$ cat src/design/fdct_pkg.sv
// ----------------------------------------------------------------------------
// fdct_pkg
// Shared types and codes for the fan duty curve tracker: fan modes,
// register indexes, tracker direction, config and tracker status bundles.
// ----------------------------------------------------------------------------
package fdct_pkg;

  typedef enum logic [2:0] {
    MODE_OFF      = 3'd0,
    MODE_DISABLED = 3'd1,
    MODE_QUIET    = 3'd2,
    MODE_SPORT    = 3'd3,
    MODE_CUSTOM   = 3'd4,
    MODE_SMART    = 3'd5
  } fdct_mode_t;

  typedef enum logic [2:0] {
    CFG_SAFE_MAX_DUTY   = 3'd0,
    CFG_MIN_TEMP        = 3'd1,
    CFG_MAX_TEMP        = 3'd2,
    CFG_HIGH_TEMP       = 3'd3,
    CFG_HYSTERESIS_DEG  = 3'd4,
    CFG_DEBOUNCE_COUNT  = 3'd5,
    CFG_CUSTOM_MIN_DUTY = 3'd6,
    CFG_CUSTOM_MAX_DUTY = 3'd7
  } fdct_cfg_idx_t;

  typedef enum logic [1:0] {
    DIR_NONE = 2'd0,
    DIR_UP   = 2'd1,
    DIR_DOWN = 2'd2
  } fdct_dir_t;

  typedef struct packed {
    logic        [15:0] safe_max_duty;
    logic signed [8:0]  min_temp;
    logic signed [8:0]  max_temp;
    logic signed [8:0]  high_temp;
    logic        [7:0]  hysteresis_deg;
    logic        [3:0]  debounce_count;
    logic        [15:0] custom_min_duty;
    logic        [15:0] custom_max_duty;
  } fdct_cfg_t;

  typedef struct packed {
    logic        valid;
    logic        changed;
    logic [15:0] duty;
  } fdct_track_t;

endpackage

$ cat src/design/fdct_curve.sv
// ----------------------------------------------------------------------------
// fdct_curve
// Quiet and sport curve lookup. Fixed segments are base plus slope times
// offset; the tail segment toward safe max uses quotient and remainder of the
// span, registered and refreshed in the cycle after the safe max register changes.
// ----------------------------------------------------------------------------
module fdct_curve (
  input  logic               clk,
  input  logic [15:0]        safe_max_duty,
  input  logic               is_sport,
  input  logic signed [8:0]  temperature,
  output logic [15:0]        duty
);

  localparam logic [15:0] QUIET_TAIL_BASE = 16'd22000;
  localparam logic [15:0] SPORT_TAIL_BASE = 16'd21000;
  localparam logic [15:0] RECIP_5_10      = 16'd52429;

  logic        tq_neg_nxt, ts_neg_nxt;
  logic [15:0] tq_mag, ts_mag;
  logic [31:0] tq_prod, ts_prod;
  logic [13:0] tq_quo_nxt;
  logic [12:0] ts_quo_nxt;
  logic [15:0] tq_quo_x5, ts_quo_x10;
  logic [2:0]  tq_rem_nxt;
  logic [3:0]  ts_rem_nxt;

  logic        tq_neg_r, ts_neg_r;
  logic [13:0] tq_quo_r;
  logic [12:0] ts_quo_r;
  logic [2:0]  tq_rem_r;
  logic [3:0]  ts_rem_r;

  // span of the tail segment, split by its width (5 for quiet, 10 for sport)
  always_comb begin
    tq_neg_nxt = safe_max_duty < QUIET_TAIL_BASE;
    ts_neg_nxt = safe_max_duty < SPORT_TAIL_BASE;
    tq_mag     = tq_neg_nxt ? QUIET_TAIL_BASE - safe_max_duty
                            : safe_max_duty - QUIET_TAIL_BASE;
    ts_mag     = ts_neg_nxt ? SPORT_TAIL_BASE - safe_max_duty
                            : safe_max_duty - SPORT_TAIL_BASE;
    tq_prod    = 32'(tq_mag) * 32'(RECIP_5_10);
    ts_prod    = 32'(ts_mag) * 32'(RECIP_5_10);
    tq_quo_nxt = tq_prod[31:18];
    ts_quo_nxt = ts_prod[31:19];
    tq_quo_x5  = {tq_quo_nxt, 2'b00} + {2'b00, tq_quo_nxt};
    ts_quo_x10 = {ts_quo_nxt, 3'b000} + {2'b00, ts_quo_nxt, 1'b0};
    tq_rem_nxt = 3'(tq_mag - tq_quo_x5);
    ts_rem_nxt = 4'(ts_mag - ts_quo_x10);
  end

  always_ff @(posedge clk) begin
    tq_neg_r <= tq_neg_nxt;
    tq_quo_r <= tq_quo_nxt;
    tq_rem_r <= tq_rem_nxt;
    ts_neg_r <= ts_neg_nxt;
    ts_quo_r <= ts_quo_nxt;
    ts_rem_r <= ts_rem_nxt;
  end

  logic [15:0]        seg_base;
  logic [8:0]         seg_slope;
  logic [3:0]         seg_dt;
  logic               seg_tail;
  logic               seg_top;
  logic [16:0]        fixed_val;
  logic [17:0]        tail_whole;
  logic [6:0]         tail_rd;
  logic [15:0]        tail_frac_prod;
  logic [6:0]         tail_frac;
  logic [17:0]        tail_mag;
  logic               tail_neg;
  logic [15:0]        tail_base;
  logic signed [19:0] tail_val;
  logic signed [19:0] raw;

  always_comb begin
    seg_base  = '0;
    seg_slope = '0;
    seg_dt    = '0;
    seg_tail  = 1'b0;
    seg_top   = 1'b0;
    if (!is_sport) begin
      if (temperature <= 9'sd40) begin
        seg_base = 16'd5000;
      end else if (temperature <= 9'sd50) begin
        seg_base  = 16'd5000;
        seg_slope = 9'd300;
        seg_dt    = 4'(temperature - 9'sd40);
      end else if (temperature <= 9'sd60) begin
        seg_base  = 16'd8000;
        seg_slope = 9'd400;
        seg_dt    = 4'(temperature - 9'sd50);
      end else if (temperature <= 9'sd70) begin
        seg_base  = 16'd12000;
        seg_slope = 9'd500;
        seg_dt    = 4'(temperature - 9'sd60);
      end else if (temperature <= 9'sd80) begin
        seg_base  = 16'd17000;
        seg_slope = 9'd500;
        seg_dt    = 4'(temperature - 9'sd70);
      end else if (temperature <= 9'sd85) begin
        seg_tail = 1'b1;
        seg_dt   = 4'(temperature - 9'sd80);
      end else begin
        seg_top = 1'b1;
      end
    end else begin
      if (temperature <= 9'sd35) begin
        seg_base = 16'd8000;
      end else if (temperature <= 9'sd45) begin
        seg_base  = 16'd8000;
        seg_slope = 9'd400;
        seg_dt    = 4'(temperature - 9'sd35);
      end else if (temperature <= 9'sd55) begin
        seg_base  = 16'd12000;
        seg_slope = 9'd500;
        seg_dt    = 4'(temperature - 9'sd45);
      end else if (temperature <= 9'sd65) begin
        seg_base  = 16'd17000;
        seg_slope = 9'd400;
        seg_dt    = 4'(temperature - 9'sd55);
      end else if (temperature <= 9'sd75) begin
        seg_tail = 1'b1;
        seg_dt   = 4'(temperature - 9'sd65);
      end else begin
        seg_top = 1'b1;
      end
    end
  end

  always_comb begin
    fixed_val = 17'(seg_base) + 17'({4'd0, seg_slope} * {9'd0, seg_dt});

    // span * dt / width, truncated toward zero, as quo*dt + rem*dt/width
    if (!is_sport) begin
      tail_neg       = tq_neg_r;
      tail_base      = QUIET_TAIL_BASE;
      tail_whole     = 18'(tq_quo_r) * 18'(seg_dt);
      tail_rd        = 7'(tq_rem_r) * 7'(seg_dt);
      tail_frac_prod = 16'(tail_rd) * 16'd13;
      tail_frac      = 7'(tail_frac_prod >> 6);
    end else begin
      tail_neg       = ts_neg_r;
      tail_base      = SPORT_TAIL_BASE;
      tail_whole     = 18'(ts_quo_r) * 18'(seg_dt);
      tail_rd        = 7'(ts_rem_r) * 7'(seg_dt);
      tail_frac_prod = 16'(tail_rd) * 16'd205;
      tail_frac      = 7'(tail_frac_prod >> 11);
    end
    tail_mag = tail_whole + 18'(tail_frac);
    tail_val = tail_neg ? 20'(tail_base) - 20'(tail_mag) : 20'(tail_base) + 20'(tail_mag);

    if (seg_top) begin
      raw = 20'(safe_max_duty);
    end else if (seg_tail) begin
      raw = tail_val;
    end else begin
      raw = 20'(fixed_val);
    end

    if (raw < 20'sd0) begin
      duty = '0;
    end else if (raw > $signed(20'(safe_max_duty))) begin
      duty = safe_max_duty;
    end else begin
      duty = raw[15:0];
    end
  end

endmodule

$ cat src/design/fdct_tracker.sv
// ----------------------------------------------------------------------------
// fdct_tracker
// Hysteresis and debounce tracker for the curve modes. Next state and the
// reported status are formed in one pass; state moves on each beat that steps with curve_ok.
// ----------------------------------------------------------------------------
module fdct_tracker (
  input  logic                  clk,
  input  logic                  rst_n,
  input  fdct_pkg::fdct_cfg_t   cfg,
  input  logic                  step,
  input  logic                  curve_ok,
  input  logic [2:0]            mode,
  input  logic signed [8:0]     temperature,
  input  logic [15:0]           target,
  output fdct_pkg::fdct_track_t stat
);

  logic                primed_r, primed_nxt;
  logic [2:0]          mode_r, mode_nxt;
  logic signed [8:0]   acc_temp_r, acc_temp_nxt;
  logic [15:0]         duty_r, duty_nxt;
  fdct_pkg::fdct_dir_t dir_r, dir_nxt;
  logic [3:0]          cnt_r, cnt_nxt;

  logic                changed;
  logic signed [9:0]   delta;
  logic [9:0]          delta_mag;
  fdct_pkg::fdct_dir_t new_dir;
  logic [3:0]          cnt_try;
  logic signed [8:0]   high_temp;

  always_comb begin
    high_temp    = cfg.high_temp;
    primed_nxt   = primed_r;
    mode_nxt     = mode_r;
    acc_temp_nxt = acc_temp_r;
    duty_nxt     = duty_r;
    dir_nxt      = dir_r;
    cnt_nxt      = cnt_r;
    changed      = 1'b0;
    delta        = 10'(temperature) - 10'(acc_temp_r);
    delta_mag    = delta[9] ? 10'(-delta) : 10'(delta);
    new_dir      = (delta > 10'sd0) ? fdct_pkg::DIR_UP : fdct_pkg::DIR_DOWN;
    if (new_dir != dir_r) begin
      cnt_try = 4'd1;
    end else if (cnt_r != 4'd15) begin
      cnt_try = cnt_r + 4'd1;
    end else begin
      cnt_try = cnt_r;
    end

    if (!primed_r || mode_r != mode) begin
      primed_nxt   = 1'b1;
      mode_nxt     = mode;
      acc_temp_nxt = temperature;
      duty_nxt     = target;
      dir_nxt      = fdct_pkg::DIR_NONE;
      cnt_nxt      = '0;
      changed      = 1'b1;
    end else if (temperature >= high_temp) begin
      acc_temp_nxt = temperature;
      dir_nxt      = fdct_pkg::DIR_NONE;
      cnt_nxt      = '0;
      changed      = duty_r != cfg.safe_max_duty;
      duty_nxt     = cfg.safe_max_duty;
    end else if (delta_mag < 10'(cfg.hysteresis_deg)) begin
      dir_nxt = fdct_pkg::DIR_NONE;
      cnt_nxt = '0;
    end else if (cnt_try >= cfg.debounce_count) begin
      acc_temp_nxt = temperature;
      dir_nxt      = fdct_pkg::DIR_NONE;
      cnt_nxt      = '0;
      changed      = duty_r != target;
      duty_nxt     = target;
    end else begin
      dir_nxt = new_dir;
      cnt_nxt = cnt_try;
    end

    stat.valid   = curve_ok;
    stat.changed = curve_ok & changed;
    stat.duty    = curve_ok ? duty_nxt : '0;
  end

  always_ff @(posedge clk) begin
    if (!rst_n) begin
      primed_r   <= 1'b0;
      mode_r     <= fdct_pkg::MODE_OFF;
      acc_temp_r <= '0;
      duty_r     <= '0;
      dir_r      <= fdct_pkg::DIR_NONE;
      cnt_r      <= '0;
    end else if (step && curve_ok) begin
      primed_r   <= primed_nxt;
      mode_r     <= mode_nxt;
      acc_temp_r <= acc_temp_nxt;
      duty_r     <= duty_nxt;
      dir_r      <= dir_nxt;
      cnt_r      <= cnt_nxt;
    end
  end

endmodule

$ cat src/design/fan_duty_curve_tracker.sv
// ----------------------------------------------------------------------------
// fan_duty_curve_tracker
// Per-sample fan duty policy (off, disabled, quiet, sport, custom, smart)
// plus a hysteresis/debounce tracker that follows the quiet and sport curves.
//
//   channel  ports                                     beat
//   in       in_valid/in_ready, mode, temp, duty       one sample
//   out      out_valid/out_ready, policy and curve     one result per sample
//   cfg      cfg_we, cfg_index, cfg_wdata              one register write
//
// Three register stages: input, policy/tracker, custom quantize/output.
// One sample per cycle sustained while out_ready stays high.
// Tracker state is updated in the second stage, so back-to-back samples
// see each other's effect. Each stage holds on a stall and bubbles collapse.
// Synchronous active-low reset clears tracker, valids and config to defaults.
// ----------------------------------------------------------------------------
module fan_duty_curve_tracker #(
  parameter int unsigned CUSTOM_STEP = 1000
) (
  input  logic               clk,
  input  logic               rst_n,
  input  logic               in_valid,
  output logic               in_ready,
  input  logic [2:0]         in_fan_mode,
  input  logic signed [8:0]  in_temperature,
  input  logic [15:0]        in_custom_duty,
  output logic               out_valid,
  input  logic               out_ready,
  output logic               out_policy_valid,
  output logic [15:0]        out_policy_duty,
  output logic               out_curve_valid,
  output logic               out_curve_changed,
  output logic [15:0]        out_curve_duty,
  input  logic               cfg_we,
  input  logic [2:0]         cfg_index,
  input  logic [15:0]        cfg_wdata
);

  localparam logic [15:0] STEP16      = 16'(CUSTOM_STEP);
  localparam logic [63:0] RECIP_FULL  =
    ((64'd1 << 32) + 64'(CUSTOM_STEP) - 64'd1) / 64'(CUSTOM_STEP);
  localparam logic [31:0] CUST_RECIP  = (CUSTOM_STEP == 1) ? 32'd0 : RECIP_FULL[31:0];

  // config registers
  fdct_pkg::fdct_cfg_t cfg_r;

  always_ff @(posedge clk) begin
    if (!rst_n) begin
      cfg_r.safe_max_duty   <= 16'd25000;
      cfg_r.min_temp        <= 9'sd0;
      cfg_r.max_temp        <= 9'sd125;
      cfg_r.high_temp       <= 9'sd90;
      cfg_r.hysteresis_deg  <= 8'd2;
      cfg_r.debounce_count  <= 4'd3;
      cfg_r.custom_min_duty <= 16'd5000;
      cfg_r.custom_max_duty <= 16'd25000;
    end else if (cfg_we) begin
      case (cfg_index)
        fdct_pkg::CFG_SAFE_MAX_DUTY:   cfg_r.safe_max_duty   <= cfg_wdata;
        fdct_pkg::CFG_MIN_TEMP:        cfg_r.min_temp        <= cfg_wdata[8:0];
        fdct_pkg::CFG_MAX_TEMP:        cfg_r.max_temp        <= cfg_wdata[8:0];
        fdct_pkg::CFG_HIGH_TEMP:       cfg_r.high_temp       <= cfg_wdata[8:0];
        fdct_pkg::CFG_HYSTERESIS_DEG:  cfg_r.hysteresis_deg  <= cfg_wdata[7:0];
        fdct_pkg::CFG_DEBOUNCE_COUNT:  cfg_r.debounce_count  <= cfg_wdata[3:0];
        fdct_pkg::CFG_CUSTOM_MIN_DUTY: cfg_r.custom_min_duty <= cfg_wdata;
        fdct_pkg::CFG_CUSTOM_MAX_DUTY: cfg_r.custom_max_duty <= cfg_wdata;
        default: ;
      endcase
    end
  end

  // stage handshake
  logic s1_v_r, s2_v_r, out_v_r;
  logic out_rdy, s2_rdy, s1_go;

  assign out_rdy  = !out_v_r || out_ready;
  assign s2_rdy   = !s2_v_r || out_rdy;
  assign s1_go    = s1_v_r && s2_rdy;
  assign in_ready = !s1_v_r || s2_rdy;

  always_ff @(posedge clk) begin
    if (!rst_n) begin
      s1_v_r  <= 1'b0;
      s2_v_r  <= 1'b0;
      out_v_r <= 1'b0;
    end else begin
      if (in_ready) begin
        s1_v_r <= in_valid;
      end
      if (s2_rdy) begin
        s2_v_r <= s1_v_r;
      end
      if (out_rdy) begin
        out_v_r <= s2_v_r;
      end
    end
  end

  // input register
  logic [2:0]        s1_mode_r;
  logic signed [8:0] s1_temp_r;
  logic [15:0]       s1_cduty_r;

  always_ff @(posedge clk) begin
    if (in_valid && in_ready) begin
      s1_mode_r  <= in_fan_mode;
      s1_temp_r  <= in_temperature;
      s1_cduty_r <= in_custom_duty;
    end
  end

  // policy and tracker pass
  logic signed [8:0] min_temp, max_temp;
  logic              temp_ok;
  logic              is_curve, is_custom;
  logic [15:0]       curve_target;
  logic              curve_ok;
  logic [6:0]        smart_t;
  logic [13:0]       smart_x;
  logic [15:0]       smart_x5;
  logic [15:0]       smart_duty;
  logic              pv;
  logic [15:0]       pd;
  logic [15:0]       cust_c;
  logic              cust_neg;
  logic [15:0]       cust_mag;
  logic [47:0]       cust_prod;
  logic [15:0]       cust_quo;
  fdct_pkg::fdct_track_t trk;

  fdct_curve u_curve (
    .clk           (clk),
    .safe_max_duty (cfg_r.safe_max_duty),
    .is_sport      (s1_mode_r == fdct_pkg::MODE_SPORT),
    .temperature   (s1_temp_r),
    .duty          (curve_target)
  );

  assign min_temp  = cfg_r.min_temp;
  assign max_temp  = cfg_r.max_temp;
  assign temp_ok   = (s1_temp_r >= min_temp) && (s1_temp_r <= max_temp);
  assign is_curve  = (s1_mode_r == fdct_pkg::MODE_QUIET) || (s1_mode_r == fdct_pkg::MODE_SPORT);
  assign is_custom = s1_mode_r == fdct_pkg::MODE_CUSTOM;
  assign curve_ok  = is_curve && temp_ok;

  fdct_tracker u_tracker (
    .clk         (clk),
    .rst_n       (rst_n),
    .cfg         (cfg_r),
    .step        (s1_go),
    .curve_ok    (curve_ok),
    .mode        (s1_mode_r),
    .temperature (s1_temp_r),
    .target      (curve_target),
    .stat        (trk)
  );

  always_comb begin
    smart_t  = s1_temp_r[6:0];
    smart_x  = 14'(smart_t) * 14'd151 - 14'd2800;
    smart_x5 = {smart_x, 2'b00} + {2'b00, smart_x};
    if (s1_temp_r < 9'sd5) begin
      smart_duty = '0;
    end else if (s1_temp_r < 9'sd40) begin
      smart_duty = 16'd8000;
    end else if (s1_temp_r < 9'sd85) begin
      smart_duty = {1'b0, smart_x5[15:1]};
    end else begin
      smart_duty = cfg_r.safe_max_duty;
    end

    // custom clamp, then distance from the minimum over the step
    if (s1_cduty_r < cfg_r.custom_min_duty) begin
      cust_c = cfg_r.custom_min_duty;
    end else if (s1_cduty_r > cfg_r.custom_max_duty) begin
      cust_c = cfg_r.custom_max_duty;
    end else begin
      cust_c = s1_cduty_r;
    end
    cust_neg  = cust_c < cfg_r.custom_min_duty;
    cust_mag  = cust_neg ? cfg_r.custom_min_duty - cust_c : cust_c - cfg_r.custom_min_duty;
    cust_prod = 48'(cust_mag) * 48'(CUST_RECIP);
    cust_quo  = (CUSTOM_STEP == 1) ? cust_mag : cust_prod[47:32];

    pv = 1'b0;
    pd = '0;
    case (s1_mode_r)
      fdct_pkg::MODE_DISABLED: begin
        pv = 1'b1;
      end
      fdct_pkg::MODE_QUIET, fdct_pkg::MODE_SPORT: begin
        pv = temp_ok;
        pd = curve_target;
      end
      fdct_pkg::MODE_CUSTOM: begin
        pv = 1'b1;
      end
      fdct_pkg::MODE_SMART: begin
        pv = temp_ok;
        pd = smart_duty;
      end
      default: ;
    endcase
    if (!is_custom && s1_cduty_r != 16'd0) begin
      pv = 1'b0;
    end
    if (!pv) begin
      pd = '0;
    end
  end

  logic                  s2_pv_r;
  logic [15:0]           s2_pd_r;
  logic                  s2_cust_r;
  logic                  s2_cneg_r;
  logic [15:0]           s2_cquo_r;
  fdct_pkg::fdct_track_t s2_trk_r;

  always_ff @(posedge clk) begin
    if (s1_go) begin
      s2_pv_r   <= pv;
      s2_pd_r   <= pd;
      s2_cust_r <= is_custom;
      s2_cneg_r <= cust_neg;
      s2_cquo_r <= cust_quo;
      s2_trk_r  <= trk;
    end
  end

  // custom quantize and result register
  logic [31:0] cust_span;
  logic [15:0] cust_duty;
  logic [15:0] pd_final;

  always_comb begin
    cust_span = 32'(s2_cquo_r) * 32'(STEP16);
    cust_duty = s2_cneg_r ? cfg_r.custom_min_duty - cust_span[15:0]
                          : cfg_r.custom_min_duty + cust_span[15:0];
    pd_final  = s2_cust_r ? cust_duty : s2_pd_r;
  end

  logic        out_pv_r;
  logic [15:0] out_pd_r;
  logic        out_cv_r;
  logic        out_cc_r;
  logic [15:0] out_cd_r;

  always_ff @(posedge clk) begin
    if (s2_v_r && out_rdy) begin
      out_pv_r <= s2_pv_r;
      out_pd_r <= pd_final;
      out_cv_r <= s2_trk_r.valid;
      out_cc_r <= s2_trk_r.changed;
      out_cd_r <= s2_trk_r.duty;
    end
  end

  assign out_valid         = out_v_r;
  assign out_policy_valid  = out_pv_r;
  assign out_policy_duty   = out_pd_r;
  assign out_curve_valid   = out_cv_r;
  assign out_curve_changed = out_cc_r;
  assign out_curve_duty    = out_cd_r;

`ifndef ASSERT_OFF
  a_changed_needs_valid: assert property (@(posedge clk) disable iff (!rst_n)
    out_valid |-> (!out_curve_changed || out_curve_valid))
    else $error("curve_changed without curve_valid");

  a_policy_zero: assert property (@(posedge clk) disable iff (!rst_n)
    (out_valid && !out_policy_valid) |-> (out_policy_duty == 16'd0))
    else $error("nonzero policy duty on invalid result");

  a_curve_zero: assert property (@(posedge clk) disable iff (!rst_n)
    (out_valid && !out_curve_valid) |-> (out_curve_duty == 16'd0))
    else $error("nonzero curve duty on invalid curve");

  a_stage_fill: assert property (@(posedge clk) disable iff (!rst_n)
    (s2_v_r && !out_rdy) |=> s2_v_r)
    else $error("stage two beat dropped under stall");
`endif

endmodule
$ cat config.mk
export PLATFORM = sky130hd
export DESIGN_NAME = fan_duty_curve_tracker
export DESIGN_NICKNAME = d
export VERILOG_FILES = /design/src/design/fdct_pkg.sv /design/src/design/fdct_curve.sv /design/src/design/fdct_tracker.sv /design/src/design/fan_duty_curve_tracker.sv
export SDC_FILE = /design/constraint.sdc
export NUM_CORES = 2
export LEC_CHECK = 0
export BUFFER_PORTS_ARGS = -buffer_cell sky130_fd_sc_hd__buf_2
export CAP_MARGIN = 10
export CORE_UTILIZATION = 65
export CTS_CLUSTER_DIAMETER = 50
export DETAILED_ROUTE_END_ITERATION = 16
export GPL_TIMING_DRIVEN = 0
export PLACE_DENSITY = 0.82
export SLEW_MARGIN = 10
export SYNTH_ARGS = -nofsm -noshare
export SYNTH_HDL_FRONTEND = slang
export SYNTH_SLANG_ARGS = --single-unit
export TNS_END_PERCENT = 1
$ cat constraint.sdc
create_clock -name clk -period 20.7 [get_ports clk]
set_input_delay 5.175 -clock clk [delete_from_list [all_inputs] [get_ports clk]]
set_output_delay 5.175 -clock clk [all_outputs]
set_load 0.02 [all_outputs]
* After elaboration in Yosys (flattened, before gate mapping)
Cells that the tools add are included.
Cells by class: add/subtract/negate cells 30, div/mod/pow operators 0, $mul 12, multiplexer cells 102, bitwise operators 1, magnitude comparators 27, shift-type cells 0, reductions and logical operators 33, eq/ne operators 18
Operator list (count):
- 16-bit two-way mux | 24
- 9-bit two-way mux | 14
- 4-bit two-way mux | 18
- 16-bit by 16-bit multiplier with 32-bit output (second input constant) | 2
- 20-bit two-way mux | 3
- 9-bit by 7-bit less-or-equal comparator with 1-bit output (second input constant) | 6
- 16-bit subtractor | 3
- 9-bit by 8-bit less-or-equal comparator with 1-bit output (second input constant) | 5
- 16-bit by 20-bit multiplier with 36-bit output (second input constant) | 1
- 16-bit by 15-bit < comparator with 1-bit output (second input constant) | 2
- 16-bit < comparator | 2
- 16-bit != test | 2
- 16-bit one-hot mux with 2 select lines | 1
- 15-bit by 16-bit subtractor with 16-bit output (first input constant) | 2
- 16-bit by 15-bit subtractor with 16-bit output (second input constant) | 2
- 1-bit two-way mux | 30
- 15-bit two-way mux | 2
- 20-bit by 17-bit > comparator with 1-bit output | 1
- 20-bit by 1-bit < comparator with 1-bit output (second input constant) | 1
- 15-bit by 18-bit adder with 19-bit output | 1
- 15-bit by 18-bit subtractor with 19-bit output | 1
- 18-bit by 5-bit adder with 18-bit output | 1
- 3-bit == test (second input constant) | 6
- 9-bit >= comparator | 2
- other kinds (55) | 91
Word-level totals: output and inout bits 37, bits in latches 0, memories kept 0, ROM bits 0, flip-flop bits (word level) 268, word-level logic and storage cells 262, RAM bits 0

* Depth between registers and ports, before layout
word-level depth 25, mapped depth 82, mapped depth without buffers 77

* Hierarchy
Synthesis repeated with hierarchy kept, for this count alone.
Unflattened totals: cell total of the unflattened synthesis 4799, area total of the unflattened synthesis 42883.6 um^2
Modules (own cells, without submodules):
- fdct_curve | cells an instance 2439, area an instance 20692.3 um^2, instances 1
- fan_duty_curve_tracker | cells an instance 1949, area an instance 18645.4 um^2, instances 1
- fdct_tracker | cells an instance 411, area an instance 3545.9 um^2, instances 1

* Worst setup path after synthesis
OpenSTA, ideal clock, no wires.
path kind reg2reg, start register s1_temp_r[2], end register s2_trk_r[16] in the netlist's numbering, data pin, setup time 0.259 ns, data required time 20.441 ns, slack 5.175 ns, arrival time 15.266 ns, buffers on the path 3, cell stages (with the launch flop) 72, cell sequence edfxtp_1 -> inv_1 -> ha_1 -> a21boi_0 -> a21oi_1 -> o311ai_0 -> inv_1 -> o221ai_1 -> a21oi_1 -> nor2_1 -> a21oi_1 -> a31oi_1 -> clkbuf_1 -> clkbuf_1 -> nand2_1 -> fa_1 -> inv_1 -> fa_1 -> [36 not listed] -> a21oi_1 -> or2_1 -> a22oi_1 -> o211a_1 -> xnor2_1 -> a221oi_1 -> inv_1 -> ha_1 -> nand4_1 -> or3_1 -> o21a_1 -> or3_1 -> buf_6 -> a211oi_1 -> xor2_1 -> nor4_1 -> nand4_1 -> o31a_1
RTL lines:
- start, declared | line fan_duty_curve_tracker.sv:101 | logic signed [8:0] s1_temp_r;
- start signal, assigned | line fan_duty_curve_tracker.sv:107 | s1_temp_r <= in_temperature;
- end signal, assigned | line fan_duty_curve_tracker.sv:226 | s2_trk_r <= trk;
- end, declared | line fan_duty_curve_tracker.sv:217 | fdct_pkg::fdct_track_t s2_trk_r;

==> report_table.html <==
<table>
<tr><th>Metric</th><th>Value</th></tr>
<tr><th colspan="2">Status</th></tr>
<tr><td>Status</td><td>complete, no violations</td></tr>
<tr><th colspan="2">Die</th></tr>
<tr><td># IOs</td><td>89</td></tr>
<tr><td>Vertical die dimension</td><td>about 250 µm</td></tr>
<tr><td>Width of the die</td><td>between 200 and 300 µm</td></tr>
<tr><td># rows</td><td>91</td></tr>
<tr><td>Starting utilization of the core area</td><td>66.3%</td></tr>
<tr><td>Core area</td><td>~0.062 mm²</td></tr>
<tr><td>Overall die area</td><td>0.0643 mm²</td></tr>
<tr><th colspan="2">Clock network</th></tr>
<tr><td>Post-CTS Repair Setup Buffers</td><td>0</td></tr>
<tr><td>CTS clock-pin slew for the worst setup and hold paths</td><td>around 60 ps</td></tr>
<tr><td>Total clock sinks</td><td>268</td></tr>
<tr><td>Hold buffer count at cts</td><td>0</td></tr>
<tr><td>Gates resized, CTS repair</td><td>0</td></tr>
<tr><td>Root buffer selected by CTS</td><td>clkbuf_16</td></tr>
<tr><td>CTS H-tree lvls</td><td>2</td></tr>
<tr><td>Maximum number of buffers from clock root to sink</td><td>3</td></tr>
<tr><td>Clock latency at the later pin of the worst-skew pair</td><td>610 ps</td></tr>
<tr><td>CTS tree</td><td>yes</td></tr>
<tr><td>TritonCTS Buffers</td><td>between 40 and 50</td></tr>
<tr><th colspan="2">Global routing</th></tr>
<tr><td>Antenna violations before repair</td><td>4</td></tr>
<tr><td>Via count of the first global-routing pass</td><td>34900</td></tr>
<tr><td>First-pass GRT wire length</td><td>181 mm</td></tr>
<tr><td>Tot GR Track Use</td><td>36.0%</td></tr>
<tr><td>Largest net degree at the start of global routing</td><td>42</td></tr>
<tr><td>Total congestion overflow after global routing</td><td>0</td></tr>
<tr><th colspan="2">Critical path</th></tr>
<tr><td>Slowest Stage Delay on Critical Path</td><td>800 ps</td></tr>
<tr><td>Startpoint kind of the worst setup timing path</td><td>flip-flop</td></tr>
<tr><td>Kind of critical path</td><td>reg2reg</td></tr>
<tr><td>Required time reported for the critical path endpoint</td><td>about 21000 ps</td></tr>
<tr><td>Crit path capture type</td><td>flip-flop</td></tr>
<tr><td>Critical path's slowest cell</td><td>nor3_1</td></tr>
<tr><td>Arrival time at the worst endpoint</td><td>~19000 ps</td></tr>
<tr><td>Peak fanout along the critical path</td><td>11</td></tr>
<tr><th colspan="2">Placement</th></tr>
<tr><td>Port-buffer cells</td><td>81</td></tr>
<tr><td>Pre-CTS WS</td><td>2070 ps</td></tr>
<tr><td>Global placer's final weighted congestion</td><td>~1</td></tr>
<tr><td>DPL Wire Length</td><td>approximately 93 mm</td></tr>
<tr><td>Post-DP Area</td><td>0.0427 mm²</td></tr>
<tr><th colspan="2">STA</th></tr>
<tr><td>Final Hold Vio Count</td><td>0</td></tr>
<tr><td>Slew at the pin with the worst max-slew slack</td><td>1250 ps</td></tr>
<tr><td>Fmax</td><td>about 52 MHz</td></tr>
<tr><td>Period minus WS final</td><td>19050 ps</td></tr>
<tr><td>Worst slew margin relative to its limit</td><td>15.7%</td></tr>
<tr><td>Final setup slack of the worst path</td><td>around 1700 ps</td></tr>
<tr><td>Crit share post-route</td><td>92.0%</td></tr>
<tr><td>Unrepaired setup endpoints after global routing</td><td>false</td></tr>
<tr><td>Number of max-slew violations in the final report</td><td>0</td></tr>
<tr><td>Total of endpoints with negative setup slack in the final report</td><td>0</td></tr>
<tr><td>Clock Skews</td><td>~45 ps</td></tr>
<tr><td>Setup_tns</td><td>0 ps</td></tr>
<tr><th colspan="2">Synth</th></tr>
<tr><td>Most frequently used cell type in the post-synthesis netlist</td><td>ha_1</td></tr>
<tr><td>Cell types with the highest counts after synthesis</td><td>809 x ha_1, 765 x inv_1, 417 x nand2_1, 344 x fa_1, 249 x a21oi_1</td></tr>
<tr><td>Mapped Avg Cell Area</td><td>8.80 µm²</td></tr>
<tr><td>Warnings from Yosys</td><td>0</td></tr>
<tr><td>Cell types occupying the most area after synthesis</td><td>ha_1 25%, fa_1 17%, dfxtp_1 7.8%</td></tr>
<tr><td>Part of the Yosys area used for sequential elements</td><td>15.7%</td></tr>
<tr><td>Netlist Area Pre-Place</td><td>0.0411 mm²</td></tr>
<tr><td>Async set or reset register ratio after synthesis</td><td>0%</td></tr>
<tr><td>Distinct cell type count of the synthesized netlist</td><td>92</td></tr>
<tr><td>Syn Nets</td><td>5875</td></tr>
<tr><td>Number of synthesized register bits</td><td>roughly 270</td></tr>
<tr><td>Largest area contributor in the synthesized netlist</td><td>ha_1</td></tr>
<tr><td>EDFF count, synth</td><td>approximately 110</td></tr>
<tr><td>Count of mapped cells out of synthesis</td><td>between 4000 and 5000</td></tr>
<tr><td>Yosys top cell area share</td><td>24.6%</td></tr>
<tr><td>Top flip-flop cell by instance count after synthesis</td><td>dfxtp_1</td></tr>
<tr><th colspan="2">Drt</th></tr>
<tr><td>DRC marker count from the first detailed-route iteration</td><td>2589</td></tr>
<tr><td>Average routed wire per standard cell</td><td>20.1 µm</td></tr>
<tr><td>Antenna-violating nets left</td><td>0</td></tr>
<tr><td>Vias per std cell</td><td>6.02</td></tr>
<tr><td>DRC viols</td><td>0</td></tr>
<tr><td>DR vias</td><td>34200</td></tr>
<tr><td>Number of iterations in the first detailed-routing pass</td><td>6</td></tr>
<tr><td>Wire length after detailed routing</td><td>roughly 110 mm</td></tr>
<tr><th colspan="2">Run</th></tr>
<tr><td>Number of violations of the max-capacitance limit</td><td>0</td></tr>
<tr><th colspan="2">Final layout</th></tr>
<tr><td>Area of all placed cells without fillers</td><td>0.0441 mm²</td></tr>
<tr><td>Filler cell count in the final layout</td><td>approximately 4800</td></tr>
<tr><td>Area added between synthesis and finish</td><td>7.17%</td></tr>
<tr><td>Net count reported at finish</td><td>6005</td></tr>
<tr><td>Layout cells sized above 1</td><td>roughly 5.3%</td></tr>
<tr><th colspan="2">Min path</th></tr>
<tr><td>Tightest Hold Check Type</td><td>reg2reg</td></tr>
</table>
[layer usage]
| layer | wire, µm | share of wire [%] | track usage [%] |
|---|---|---|---|
| met1 | 43800 | 38 | 41.3 |
| met2 | 54100 | 47 | 61.6 |
| met5 | 0 | 0 | 0 |
| met4 | 9200 | 8.0 | 25.9 |
| met3 | 7140 | 6.2 | 5.15 |
[critical path, delay by kind of cell, from the launching register on]
kind / cells / cell delay (ps)
flops: 1 / 670
compound gates: 25 / 5600
simple gates: 20 / 3860
buf+inv: 12 / 2870
fa+ha+maj: 12 / 4770
xor+xnor: 6 / 990
[through the flow]
step	instances	hold WS, ps	utilization (%)
6_report	5675	417	71.0
5_1_grt	5675	423	71.0
4_1_cts	5671	419	71.0
3_5_place_dp	5592	405	68.8
3_3_place_gp	5588	403	68.6
2_1_floorplan	4670	400	-
[layout by cell type (no fill, tap or decap), types with 90 or more instances in the layout]
| master | synthesis | layout |
|---|---|---|
| and2_1 | 99 | 99 |
| fa_1 | 344 | 344 |
| nor2_1 | 246 | 246 |
| xnor2_1 | 154 | 154 |
| nand2_1 | 417 | 417 |
| dfxtp_1 | 161 | 161 |
| inv_1 | 765 | 764 |
| xor2_1 | 90 | 90 |
| edfxtp_1 | 107 | 107 |
| clkbuf_1 | 117 | 122 |
| o21ai_0 | 178 | 178 |
| ha_1 | 809 | 809 |
| a21oi_1 | 249 | 249 |
[layout make-up]
cell class	instances	area, µm²	area share [%]
multi-input cells	3504	31300	71.1
repair buffers	85	473	1.07
plain buffers	127	507	1.15
well taps	837	1050	2.38
flip-flops and latches	268	6440	14.6
clock buffers	52	1130	2.57
diodes	4	10.0	0.0227
inverters	771	2890	6.57
clock inverters	27	256	0.582
[sequential cells by signal (all words and copies together), names as in the netlist, 7 cells and up]
| name | count |
|---|---|
| s2_pd_r | 16 |
| s1_cduty_r | 16 |
| u_curve.tq_quo_r | 14 |
| u_curve.ts_quo_r | 13 |
| max_temp | 9 |
| cfg_r | 69 |
| out_policy_duty | 16 |
| u_tracker.duty_r | 16 |
| s1_temp_r | 9 |
| u_tracker.acc_temp_r | 9 |
| min_temp | 9 |
| s2_cquo_r | 7 |
| out_curve_duty | 16 |
| s2_trk_r | 18 |
[worst paths after layout]
kind                              startpoint           endpoint  slack, ps  cells after the start
worst max register to register  s1_temp_r[0]       s2_trk_r[16]       1650                     75
worst min register to register   s2_trk_r[2]  out_curve_duty[2]        420                      0
worst min-delay path             s2_trk_r[2]  out_curve_duty[2]        420                      0
worst max-delay path            s1_temp_r[0]       s2_trk_r[16]       1650                     75
[cells by family after synthesis]
| logic type | Yosys count | synth area share, % |
|---|---|---|
| fa+ha+maj | 1153 | 41.4 |
| simple gates | 1100 | 12.6 |
| compound gates | 900 | 14.1 |
| buf+inv | 898 | 8.27 |
| flops | 268 | 15.7 |
| xor+xnor | 244 | 5.20 |
| mux | 107 | 2.76 |
Power is left out: the tool's default activity adds up to more than one toggle a clock period on the data nets, which glitch-free logic cannot reach.
